### src/rtl/core/ir_frame_pulse_distance_tx_macros.svh
// Assertion macros used by the envelope sequencer (ifpd_seq).
`ifndef IR_FRAME_PULSE_DISTANCE_TX_MACROS_SVH
`define IR_FRAME_PULSE_DISTANCE_TX_MACROS_SVH

// Same-cycle implication, held off during reset.
`define IFPD_ASSERT_NOW(lbl, clk, rst_n, ante, cons) \
    lbl: assert property (@(posedge clk) disable iff (!(rst_n)) (ante) |-> (cons)) \
        else $error("ifpd assertion failed");

// Next-cycle implication, held off during reset.
`define IFPD_ASSERT_NEXT(lbl, clk, rst_n, ante, cons) \
    lbl: assert property (@(posedge clk) disable iff (!(rst_n)) (ante) |=> (cons)) \
        else $error("ifpd assertion failed");

`endif

### src/rtl/core/ifpd_pkg.sv
// Types, constants and helper functions of the IR frame transmitter.
package ifpd_pkg;

    localparam int FRAME_BYTES = 14;

    typedef logic [7:0]  t_byte;
    typedef logic [3:0]  t_byte_pos;
    typedef logic [2:0]  t_bit_pos;
    typedef logic [15:0] t_ticks;
    typedef logic [2:0]  t_cfg_idx;

    localparam t_byte_pos POWER_POS = 4'd5;
    localparam t_byte_pos MODE_POS  = 4'd6;
    localparam t_byte_pos TEMP_POS  = 4'd7;
    localparam t_byte_pos FAN_POS   = 4'd8;
    localparam t_byte_pos LAST_POS  = t_byte_pos'(FRAME_BYTES - 1);
    localparam t_bit_pos  BIT_MSB   = 3'd7;

    localparam t_byte FRAME_TEMPLATE [FRAME_BYTES] = '{
        8'hC4, 8'hD3, 8'h64, 8'h80, 8'h00, 8'h00, 8'h00,
        8'hE0, 8'h00, 8'h00, 8'h00, 8'h00, 8'h08, 8'h6A
    };

    // Register indexes on the configuration port.
    localparam t_cfg_idx CFG_HDR_MARK  = 3'd0;
    localparam t_cfg_idx CFG_HDR_SPACE = 3'd1;
    localparam t_cfg_idx CFG_BIT_MARK  = 3'd2;
    localparam t_cfg_idx CFG_ONE_SPACE = 3'd3;
    localparam t_cfg_idx CFG_ZERO_SPACE = 3'd4;

    localparam t_ticks RST_HDR_MARK   = 16'd3000;
    localparam t_ticks RST_HDR_SPACE  = 16'd3000;
    localparam t_ticks RST_BIT_MARK   = 16'd500;
    localparam t_ticks RST_ONE_SPACE  = 16'd1100;
    localparam t_ticks RST_ZERO_SPACE = 16'd500;

    typedef enum logic [2:0] {
        PH_IDLE,
        PH_HDR_MARK,
        PH_HDR_SPACE,
        PH_BIT_MARK,
        PH_BIT_SPACE,
        PH_END_MARK
    } t_phase;

    typedef struct packed {
        t_ticks hdr_mark;
        t_ticks hdr_space;
        t_ticks bit_mark;
        t_ticks one_space;
        t_ticks zero_space;
    } t_timing;

    typedef struct packed {
        logic      load;
        t_byte_pos byte_pos;
        t_bit_pos  bit_pos;
    } t_frame_ctl;

    typedef struct packed {
        logic ir_mark;
        logic busy_res;
        logic frame_done;
    } t_result;

    function automatic t_byte bit_rev8(input t_byte v);
        t_byte r;
        for (int k = 0; k < 8; k++) begin
            r[7 - k] = v[k];
        end
        return r;
    endfunction

    // Sum of the bit-reversed fixed template bytes, folded at elaboration.
    function automatic t_byte template_sum();
        t_byte s;
        s = 8'h00;
        for (int i = 0; i < FRAME_BYTES - 1; i++) begin
            if (i != int'(POWER_POS) && i != int'(MODE_POS) &&
                i != int'(TEMP_POS) && i != int'(FAN_POS)) begin
                s = s + bit_rev8(FRAME_TEMPLATE[i]);
            end
        end
        return s;
    endfunction

    localparam t_byte CSUM_BASE = template_sum();

endpackage

### src/rtl/core/ifpd_frame.sv
// Frame store: builds the 14-byte frame with checksum and serves the current bit.
module ifpd_frame (
    input  logic                i_clk,
    input  ifpd_pkg::t_frame_ctl i_ctl,
    input  ifpd_pkg::t_byte     i_power_byte,
    input  ifpd_pkg::t_byte     i_mode_byte,
    input  ifpd_pkg::t_byte     i_temp_byte,
    input  ifpd_pkg::t_byte     i_fan_byte,
    output logic                o_cur_bit
);

    ifpd_pkg::t_byte r_frame [ifpd_pkg::FRAME_BYTES];
    ifpd_pkg::t_byte n_frame [ifpd_pkg::FRAME_BYTES];
    ifpd_pkg::t_byte sum;

    always_comb begin
        sum = ifpd_pkg::CSUM_BASE
            + ifpd_pkg::bit_rev8(i_power_byte) + ifpd_pkg::bit_rev8(i_mode_byte)
            + ifpd_pkg::bit_rev8(i_temp_byte) + ifpd_pkg::bit_rev8(i_fan_byte);
        n_frame = ifpd_pkg::FRAME_TEMPLATE;
        n_frame[ifpd_pkg::POWER_POS] = i_power_byte;
        n_frame[ifpd_pkg::MODE_POS]  = i_mode_byte;
        n_frame[ifpd_pkg::TEMP_POS]  = i_temp_byte;
        n_frame[ifpd_pkg::FAN_POS]   = i_fan_byte;
        n_frame[ifpd_pkg::LAST_POS]  = ifpd_pkg::bit_rev8(sum);
    end

    always_ff @(posedge i_clk) begin
        if (i_ctl.load) begin
            r_frame <= n_frame;
        end
    end

    assign o_cur_bit = r_frame[i_ctl.byte_pos][i_ctl.bit_pos];

endmodule

### src/rtl/core/ifpd_seq.sv
// Envelope sequencer: phase machine, bit and byte positions, tick counter.
`include "ir_frame_pulse_distance_tx_macros.svh"
module ifpd_seq (
    input  logic                 i_clk,
    input  logic                 i_rst_n,
    input  logic                 i_step,
    input  logic                 i_action,
    input  ifpd_pkg::t_timing    i_timing,
    input  logic                 i_cur_bit,
    output ifpd_pkg::t_frame_ctl o_frame_ctl,
    output ifpd_pkg::t_result    o_result
);

    ifpd_pkg::t_phase    r_phase, n_phase;
    ifpd_pkg::t_byte_pos r_byte_pos, n_byte_pos;
    ifpd_pkg::t_bit_pos  r_bit_pos, n_bit_pos;
    ifpd_pkg::t_ticks    r_tick, n_tick;

    logic             busy;
    logic             load;
    logic             seg_last;
    ifpd_pkg::t_ticks seg_len;
    logic             seg_mark;

    assign busy = (r_phase != ifpd_pkg::PH_IDLE);
    assign load = i_step && i_action && !busy;

    assign o_frame_ctl.load     = load;
    assign o_frame_ctl.byte_pos = r_byte_pos;
    assign o_frame_ctl.bit_pos  = r_bit_pos;

    // Output logic: segment level and length, result of this request.
    always_comb begin
        case (r_phase)
            ifpd_pkg::PH_HDR_MARK: begin
                seg_mark = 1'b1;
                seg_len  = i_timing.hdr_mark;
            end
            ifpd_pkg::PH_HDR_SPACE: begin
                seg_mark = 1'b0;
                seg_len  = i_timing.hdr_space;
            end
            ifpd_pkg::PH_BIT_MARK: begin
                seg_mark = 1'b1;
                seg_len  = i_timing.bit_mark;
            end
            ifpd_pkg::PH_BIT_SPACE: begin
                seg_mark = 1'b0;
                seg_len  = i_cur_bit ? i_timing.one_space : i_timing.zero_space;
            end
            default: begin
                seg_mark = 1'b1;
                seg_len  = i_timing.bit_mark;
            end
        endcase
        // A zero length ends the segment after one tick, like a length of one.
        seg_last = ({1'b0, r_tick} + 17'd1) >= {1'b0, seg_len};

        if (i_action) begin
            o_result = '{ir_mark: 1'b0, busy_res: 1'b1, frame_done: 1'b0};
        end else if (!busy) begin
            o_result = '0;
        end else begin
            o_result.ir_mark    = seg_mark;
            o_result.busy_res   = 1'b1;
            o_result.frame_done = seg_last && (r_phase == ifpd_pkg::PH_END_MARK);
        end
    end

    // Next-state logic.
    always_comb begin
        n_phase    = r_phase;
        n_byte_pos = r_byte_pos;
        n_bit_pos  = r_bit_pos;
        n_tick     = r_tick;
        if (load) begin
            n_phase    = ifpd_pkg::PH_HDR_MARK;
            n_byte_pos = '0;
            n_bit_pos  = ifpd_pkg::BIT_MSB;
            n_tick     = '0;
        end else if (i_step && !i_action && busy) begin
            if (!seg_last) begin
                n_tick = r_tick + 16'd1;
            end else begin
                n_tick = '0;
                case (r_phase)
                    ifpd_pkg::PH_HDR_MARK:  n_phase = ifpd_pkg::PH_HDR_SPACE;
                    ifpd_pkg::PH_HDR_SPACE: n_phase = ifpd_pkg::PH_BIT_MARK;
                    ifpd_pkg::PH_BIT_MARK:  n_phase = ifpd_pkg::PH_BIT_SPACE;
                    ifpd_pkg::PH_BIT_SPACE: begin
                        if (r_bit_pos != 3'd0) begin
                            n_bit_pos = r_bit_pos - 3'd1;
                            n_phase   = ifpd_pkg::PH_BIT_MARK;
                        end else if (r_byte_pos != ifpd_pkg::LAST_POS) begin
                            n_byte_pos = r_byte_pos + 4'd1;
                            n_bit_pos  = ifpd_pkg::BIT_MSB;
                            n_phase    = ifpd_pkg::PH_BIT_MARK;
                        end else begin
                            n_phase = ifpd_pkg::PH_END_MARK;
                        end
                    end
                    default: begin
                        n_phase    = ifpd_pkg::PH_IDLE;
                        n_byte_pos = '0;
                        n_bit_pos  = ifpd_pkg::BIT_MSB;
                    end
                endcase
            end
        end
    end

    always_ff @(posedge i_clk) begin
        if (!i_rst_n) begin
            r_phase    <= ifpd_pkg::PH_IDLE;
            r_byte_pos <= '0;
            r_bit_pos  <= ifpd_pkg::BIT_MSB;
            r_tick     <= '0;
        end else begin
            r_phase    <= n_phase;
            r_byte_pos <= n_byte_pos;
            r_bit_pos  <= n_bit_pos;
            r_tick     <= n_tick;
        end
    end

    `IFPD_ASSERT_NOW(a_idle_tick_zero, i_clk, i_rst_n,
        r_phase == ifpd_pkg::PH_IDLE, r_tick == '0)
    `IFPD_ASSERT_NOW(a_byte_in_frame, i_clk, i_rst_n,
        1'b1, r_byte_pos <= ifpd_pkg::LAST_POS)
    `IFPD_ASSERT_NEXT(a_start_enters_header, i_clk, i_rst_n,
        load, r_phase == ifpd_pkg::PH_HDR_MARK && r_tick == '0)
    `IFPD_ASSERT_NEXT(a_done_goes_idle, i_clk, i_rst_n,
        i_step && o_result.frame_done, r_phase == ifpd_pkg::PH_IDLE)

endmodule

### src/rtl/core/ir_frame_pulse_distance_tx.sv
// Top level of the IR pulse-distance frame transmitter.
// Input channel (i_in_valid / o_in_stall) carries one request per cycle while
//   not stalled: i_action = 1 starts a frame with the four command bytes when
//   idle, i_action = 0 is one microsecond tick of the envelope.
// Output channel (o_out_valid / i_out_stall) returns exactly one result per
//   request: carrier level, busy flag and end-of-frame strobe.
// A result appears in the cycle after its request is accepted; one request is
//   taken every cycle unless stalled. The per-request work is a single pass
//   through the phase machine and frame store, closed by the result register.
// When the receiver stalls, the result register holds its result and
//   o_in_stall rises, so no new request enters until the result is taken.
// The configuration channel (i_cfg_valid / o_cfg_ready) is always ready and
//   writes the five segment lengths; indexes above four are dropped.
// Reset (synchronous, active low) returns the sequencer to idle, empties
//   the result register and restores the default segment lengths. The
//   frame bytes are rebuilt by every start and need no reset.
module ir_frame_pulse_distance_tx (
    input  logic                 i_clk,
    input  logic                 i_rst_n,
    input  logic                 i_in_valid,
    output logic                 o_in_stall,
    input  logic                 i_action,
    input  logic [7:0]           i_power_byte,
    input  logic [7:0]           i_mode_byte,
    input  logic [7:0]           i_temp_byte,
    input  logic [7:0]           i_fan_byte,
    output logic                 o_out_valid,
    input  logic                 i_out_stall,
    output logic                 o_ir_mark,
    output logic                 o_busy_res,
    output logic                 o_frame_done,
    input  logic                 i_cfg_valid,
    output logic                 o_cfg_ready,
    input  ifpd_pkg::t_cfg_idx   i_cfg_index,
    input  logic [15:0]          i_cfg_data
);

    ifpd_pkg::t_timing    r_timing;
    ifpd_pkg::t_frame_ctl frame_ctl;
    ifpd_pkg::t_result    result;
    ifpd_pkg::t_result    r_out;
    logic                 r_out_valid;
    logic                 in_accept;
    logic                 cur_bit;

    assign o_cfg_ready = 1'b1;
    assign o_in_stall  = r_out_valid && i_out_stall;
    assign in_accept   = i_in_valid && !o_in_stall;

    always_ff @(posedge i_clk) begin
        if (!i_rst_n) begin
            r_timing.hdr_mark   <= ifpd_pkg::RST_HDR_MARK;
            r_timing.hdr_space  <= ifpd_pkg::RST_HDR_SPACE;
            r_timing.bit_mark   <= ifpd_pkg::RST_BIT_MARK;
            r_timing.one_space  <= ifpd_pkg::RST_ONE_SPACE;
            r_timing.zero_space <= ifpd_pkg::RST_ZERO_SPACE;
        end else if (i_cfg_valid && o_cfg_ready) begin
            case (i_cfg_index)
                ifpd_pkg::CFG_HDR_MARK:   r_timing.hdr_mark   <= i_cfg_data;
                ifpd_pkg::CFG_HDR_SPACE:  r_timing.hdr_space  <= i_cfg_data;
                ifpd_pkg::CFG_BIT_MARK:   r_timing.bit_mark   <= i_cfg_data;
                ifpd_pkg::CFG_ONE_SPACE:  r_timing.one_space  <= i_cfg_data;
                ifpd_pkg::CFG_ZERO_SPACE: r_timing.zero_space <= i_cfg_data;
                default: ;
            endcase
        end
    end

    ifpd_seq u_seq (
        .i_clk       (i_clk),
        .i_rst_n     (i_rst_n),
        .i_step      (in_accept),
        .i_action    (i_action),
        .i_timing    (r_timing),
        .i_cur_bit   (cur_bit),
        .o_frame_ctl (frame_ctl),
        .o_result    (result)
    );

    ifpd_frame u_frame (
        .i_clk        (i_clk),
        .i_ctl        (frame_ctl),
        .i_power_byte (i_power_byte),
        .i_mode_byte  (i_mode_byte),
        .i_temp_byte  (i_temp_byte),
        .i_fan_byte   (i_fan_byte),
        .o_cur_bit    (cur_bit)
    );

    // Result register: load on every accepted request, drop once taken.
    always_ff @(posedge i_clk) begin
        if (!i_rst_n) begin
            r_out_valid <= 1'b0;
        end else if (in_accept) begin
            r_out_valid <= 1'b1;
        end else if (!i_out_stall) begin
            r_out_valid <= 1'b0;
        end
    end

    always_ff @(posedge i_clk) begin
        if (in_accept) begin
            r_out <= result;
        end
    end

    assign o_out_valid  = r_out_valid;
    assign o_ir_mark    = r_out.ir_mark;
    assign o_busy_res   = r_out.busy_res;
    assign o_frame_done = r_out.frame_done;

endmodule
### config.mk
export PLATFORM = sky130hd
export DESIGN_NAME = ir_frame_pulse_distance_tx
export DESIGN_NICKNAME = d
export VERILOG_FILES = /design/src/rtl/core/ifpd_pkg.sv /design/src/rtl/core/ifpd_frame.sv /design/src/rtl/core/ifpd_seq.sv /design/src/rtl/core/ir_frame_pulse_distance_tx.sv
export VERILOG_INCLUDE_DIRS = /design/src /design/src/rtl/core
export SDC_FILE = /design/constraint.sdc
export NUM_CORES = 1
export LEC_CHECK = 0
export BUFFER_PORTS_ARGS = -buffer_cell sky130_fd_sc_hd__buf_4
export CORE_ASPECT_RATIO = 0.8
export CORE_UTILIZATION = 32
export DETAILED_ROUTE_END_ITERATION = 8
export PLACE_DENSITY = 0.58
export SYNTH_ARGS = -nofsm -noshare
export SYNTH_HDL_FRONTEND = slang
export SYNTH_SLANG_ARGS = --single-unit
### constraint.sdc
create_clock -name i_clk -period 5.5 [get_ports i_clk]
set_input_delay 1.1 -clock i_clk [delete_from_list [all_inputs] [get_ports i_clk]]
set_output_delay 1.1 -clock i_clk [all_outputs]
set_load 0.03 [all_outputs]
==> results of run 1 <==
[through the flow]
stage	power [mW]	utilization	instances
2_1_floorplan	1.48	-	992
3_3_place_gp	1.60	0.351	1354
3_5_place_dp	1.60	0.351	1354
4_1_cts	2.83	0.375	1386
5_1_grt	2.92	0.375	1386
6_report	2.80	0.375	1386
[critical path: stages (launching register included)]
cell,delay (ps)
dfxtp_1,750
ha_1,300
nor3_1,50
or2_2,290
o221ai_1,180
o211a_1,560
buf_4,300
mux2_4,320
a211oi_2,260
ha_1,300
a21oi_1,130
a21boi_0,100
o31a_1,310
nor3_2,150
buf_4,360
nor3_1,150
o32a_1,300
[report_power, final]
part	internal (mW)	switching, mW
combinational	0.160	0.204
sequential	1.19	0.0202
clock	0.691	0.536
[worst paths after layout]
path                                         start                         endpoint  slack [ps]  cells after the start
setup / recovery  u_seq.r_byte_pos[1]$_SDFFE_PP0P_  u_seq.r_bit_pos[0]$_SDFFE_PP1P_         540                     16
hold / removal           r_timing[77]$_SDFFE_PN0P_        r_timing[77]$_SDFFE_PN0P_         460                      2
setup reg to reg  u_seq.r_byte_pos[1]$_SDFFE_PP0P_  u_seq.r_bit_pos[0]$_SDFFE_PP1P_         540                     16
hold reg to reg          r_timing[77]$_SDFFE_PN0P_        r_timing[77]$_SDFFE_PN0P_         460                      2
[state kept, by name, indices dropped and copies added (netlist names)]
register and cells:
r_timing 80, u_seq.r_bit_pos 3, o_frame_done 1, u_seq.r_byte_pos 4, u_seq.r_tick 16, u_frame.r_frame 40, o_ir_mark 1, u_seq.r_phase 3
o_out_valid 1, o_busy_res 1
[cell type report]
type	instances	area [um^2]	share of cell area
multi-input combinational	733	4640	0.471
inverter	39	146	0.0149
sequential	150	3430	0.349
clock inverter	15	185	0.0188
timing repair buffer	75	563	0.0572
clock buffer	17	425	0.0432
tap	357	447	0.0454
[cell usage in the layout (no fill, tap or decap), types with 9 or more instances in the layout]
cell type  count
a211oi_1       9
clkbuf_16     17
inv_1         36
a21oi_1      122
nand2_1      220
edfxtp_1      43
fa_1          13
nand3_1       53
mux2i_1       17
nor2_1        40
dfxtp_1      107
nor3_1        10
o22ai_1       29
ha_1          40
mux2_4         9
buf_4         75
mux2_2        12
xnor2_1       18
[metal layers]
metal  vias to the layer above  share of wire  track usage
li1                       3556              -            -
met2                       153           0.44        0.252
met4                         0          0.011       0.0409
met1                      3398           0.50        0.245
met3                        18          0.046       0.0299
met5                         -              0            0
[logic make-up (layout without fill, tap and decap cells)]
kind of cell | after synthesis | in the layout | share of synthesized area
AOI/OAI and AO/OA | 235 | 235 | 0.174
xor gates and xnor gates | 26 | 26 | 0.0267
adders and majority gates | 53 | 53 | 0.0891
buffers and inverters | 109 | 146 | 0.0567
DFF | 150 | 150 | 0.402
muxes | 40 | 40 | 0.0555
other | 1 | 1 | 0.000439
and+or+nand+nor | 378 | 378 | 0.195
==> flow_summary.json, run 1 <==
{
  "die_h_um": 148,
  "finalSetupViolCount": 0,
  "timing.hold.ws_ps": 459,
  "die_w_um": 185,
  "pin_count": 63,
  "cp_max_fo": 38,
  "grtUsageTotal": 0.167,
  "drtIter0Drc": 590,
  "power_density_nw_per_um2": 285,
  "synthFlopType": "dfxtp_1",
  "place_area_um2": 9230,
  "gp_congestion": 0.837,
  "syn_nets": 1102,
  "fin_area_um2": 9840,
  "wirelength_um": 22100,
  "cts_setup_buffers": 0,
  "drcViolationCount": 0,
  "routed_via_density": 5.14,
  "synth_edf_count": 43,
  "postCtsHoldBufs": 0,
  "grt_setup_unrepaired": "no",
  "synth_commonest_cells": "220 x nand2_1, 122 x a21oi_1, 107 x dfxtp_1, 53 x nand3_1, 48 x clkbuf_1",
  "skew_ps": 14.8,
  "grt_overflow_total": 0,
  "period_needed_ps": 4960,
  "yosys_warnings": 0,
  "core_area_um2": 26300,
  "ant_nets": 0,
  "portBuffers": 61,
  "cts_root_buf": "clkbuf_16",
  "relSlewSlack": 0.356,
  "synth_most_common_cell": "nand2_1",
  "p_leak_nw": 3.74,
  "dieArea_um2": 27300,
  "grt_antenna_before_repair": 0,
  "final-max-slew-violation-count": 0,
  "drive_gt1_frac": 0.143,
  "cts_tree": "done",
  "diodes": 0,
  "fin_crit_sh": 0.901,
  "status": "complete, no violations",
  "rows": 53,
  "syn_inst": 992,
  "cts-resized-gates": 0,
  "cts_max_level": 4,
  "clockBufferDepth": 2,
  "grt_max_degree": 51,
  "drtPass1Iterations": 6,
  "clock_latency_ps": 430,
  "cp.required_ps": 5810,
  "fin_ws_ps": 545,
  "route.vias.total": 7125,
  "seq_area_frac_synth": 0.402,
  "ys_types": 63,
  "initial_core_util": 0.325,
  "finalSetupTns_ps": 0,
  "fmax_ghz": 0.202,
  "synth_top_area_share": 0.251,
  "synth_area_um2": 8540,
  "cp.arrival_ps": 5270,
  "maxCapViolCount": 0,
  "num-fill-cells": 2699,
  "layout.nets": 1126,
  "end_kind": "register",
  "grt_pass1_vias": 6504,
  "place_ws_ps": 600,
  "cts.clk_slew.worst_paths_ps": 70,
  "crit_type": "register to register",
  "syn2layout_area_growth_pct": 15.2,
  "ir_drop_mv": 0.214,
  "start_kind": "register",
  "synthArstFlopShare": 0,
  "syn_area_per_cell_um2": 8.61,
  "grt_pass1_wl_um": 35600,
  "dp_hpwl_um": 15500,
  "synth_top_area_cell": "dfxtp_1",
  "hold_viol": 0,
  "wl_per_cell_um": 15.9,
  "cts.sink_count": 150,
  "worstMarginPinSlew_ps": 964,
  "ys_ff_latch": 150,
  "min_path_type": "register to register",
  "synth_area_leaders": "dfxtp_1 25%, edfxtp_1 15%, nand2_1 9.7%",
  "cts_made_buffers": 17
}
Power figures use the tool's default switching activity.
==> run 2: changes to the inputs <==
--- a/config.mk
+++ b/config.mk
@@ -9,2 +9,3 @@
 export BUFFER_PORTS_ARGS = -buffer_cell sky130_fd_sc_hd__buf_4
+export CAP_MARGIN = 15
 export CORE_ASPECT_RATIO = 0.8
==> constraint.sdc (replaced) <==
create_clock -name i_clk -period 5.5 [get_ports i_clk]
set_input_delay 0 -clock i_clk [delete_from_list [all_inputs] [get_ports i_clk]]
set_output_delay 0 -clock i_clk [all_outputs]
set_load 0.03 [all_outputs]
==> run 2 against run 1 <==
Net effect:
- highest routed layer unchanged
- flip-flop and latch count unchanged
- count of clock-buffer cells in the layout unchanged
- global-route usage increased by 0.45 points
- die area unchanged
- routed wire length increased by 2.1%
- total power increased by 1.1%
- largest power group unchanged
- sequential share of layout area decreased by 1.8 points
- register-to-register slack about the same
- critical path depth unchanged
- via count increased by 2.9%
- sequential power about the same
- combinational power increased by 8.8%
==> flow_summary.json, run 2 (synthesized netlist as in run 1, its figures left out) <==
{
  "status": "complete, no violations",
  "finalSetupTns_ps": 0,
  "fmax_ghz": 0.201,
  "top_regs": "r_timing x80, u_frame.r_frame x40, u_seq.r_tick x16",
  "core_area_um2": 26300,
  "dp_cells": 1354,
  "maxCapViolCount": 0,
  "ir_drop_mv": 0.213,
  "final_cell_mix": "220 x nand2_1, 122 x a21oi_1, 107 x dfxtp_1, 75 x buf_4, 54 x dlygate4sd3_1",
  "cts_max_level": 4,
  "grtUsageTotal": 0.171,
  "crit_path_cell_trace": "ha_1, nor3_1, or2_2, o221ai_1, o211a_1, buf_4, mux2_4, a211oi_2, ha_1, a21oi_1, a21boi_0, o31a_1, nor3_2, buf_4, nor3_1, o32a_1",
  "dieArea_um2": 27300,
  "path_buf_inv": 2,
  "crit_type": "register to register",
  "p_leak_nw": 3.96,
  "cts_tree": "done",
  "slowest_stage": "dfxtp_1",
  "highest_layer": "met4",
  "largest-register": "r_timing",
  "fin_crit_sh": 0.903,
  "grt_pass1_wl_um": 36600,
  "diodes": 0,
  "finalSetupViolCount": 0,
  "fin_ws_ps": 535,
  "cts.clk_slew.worst_paths_ps": 70,
  "drtPass1Iterations": 6,
  "dr_wl_met2_um": 10200,
  "final_common_cell": "nand2_1",
  "final-max-slew-violation-count": 0,
  "power_density_nw_per_um2": 273,
  "cp.arrival_ps": 5280,
  "relSlewSlack": 0.360,
  "pin_count": 63,
  "cp_top_family": "compound AO/OA/AOI/OAI gates",
  "cts.sink_count": 150,
  "dr_wl_met3_um": 1060,
  "cp_max_fo": 38,
  "grt_max_degree": 51,
  "grt_overflow_total": 0,
  "rows": 53,
  "wl_per_cell_um": 15.6,
  "skew_ps": 12.6,
  "cts_made_buffers": 17,
  "layout.nets": 1180,
  "critPathMaxStageDelay_ps": 760,
  "initial_core_util": 0.325,
  "die_w_um": 185,
  "clockBufferDepth": 2,
  "routed_via_density": 5.09,
  "drive_gt1_frac": 0.136,
  "largest_reg_flops": 80,
  "routedLengthMet1_um": 11000,
  "end_kind": "register",
  "route.vias.total": 7332,
  "hold_viol": 0,
  "dp_hpwl_um": 15500,
  "clock_latency_ps": 430,
  "timing.hold.ws_ps": 114,
  "min_path_type": "primary input to register",
  "worstMarginPinSlew_ps": 957,
  "portBuffers": 61,
  "start_kind": "register",
  "grt_setup_unrepaired": "no",
  "finalNonFillerCells": 1440,
  "grt_antenna_before_repair": 0,
  "syn2layout_area_growth_pct": 21.5,
  "cp.required_ps": 5810,
  "gp_congestion": 0.837,
  "wirelength_um": 22500,
  "place_ws_ps": 600,
  "grt_pass1_vias": 6780,
  "cts_root_buf": "clkbuf_16",
  "num-fill-cells": 2659,
  "ant_nets": 0,
  "drtIter0Drc": 580,
  "die_h_um": 148,
  "regToRegSetupSlack_ps": 530,
  "period_needed_ps": 4970,
  "drcViolationCount": 0
}
==> run 2: final cells by class <==
cell class,count,area (um^2),area share
Clock buffer,17,425,0.0410
Clock inverter,15,185,0.0178
Inverter,39,146,0.0141
Multi-Input combinational cell,733,4640,0.447
Sequential cell,150,3430,0.331
Tap cell,357,447,0.0430
Timing Repair Buffer,129,1100,0.106
==> run 2: path summary, 6_finish.rpt <==
kind	from	to	cells past startpoint
worst max register to register	u_seq.r_byte_pos[1]$_SDFFE_PP0P_	u_seq.r_bit_pos[0]$_SDFFE_PP1P_	16
worst max-delay path	u_seq.r_byte_pos[1]$_SDFFE_PP0P_	u_seq.r_bit_pos[0]$_SDFFE_PP1P_	16
worst min-delay path	i_cfg_index[1]	r_timing[54]$_SDFFE_PN0P_	5
worst min register to register	r_timing[77]$_SDFFE_PN0P_	r_timing[77]$_SDFFE_PN0P_	2
==> run 2: tightest hold or removal path, cell delays in order <==
cell	delay, ps
buf_4	110
nor2_1	50
buf_4	200
nand2_1	90
a21oi_1	50
==> run 2: report_power, final <==
group	internal [mW]	total [mW]	switching, mW
clock network	0.691	1.23	0.535
logic	0.184	0.395	0.211
registers	1.19	1.21	0.0200
==> run 2: through the flow <==
step	total power [mW]	area, um^2	util
4_1_cts	2.86	10400	0.395
6_report	2.83	10400	0.395
2_1_floorplan	1.48	8540	-
5_1_grt	2.95	10400	0.395
3_3_place_gp	1.60	9230	0.351
3_5_place_dp	1.60	9230	0.351
==> run 2: timing repair <==
item                      4_1_cts  5_1_grt
hold buffers                   54        0
hold endpoints to repair      117        0
resized for setup               0        0
buffers inserted                0        0
==> run 2: layer usage <==
metal  up-vias  GRT usage
met4         0     0.0409
met5         -          0
met1      3497      0.247
met2       162      0.265
li1       3662          -
met3        11     0.0291
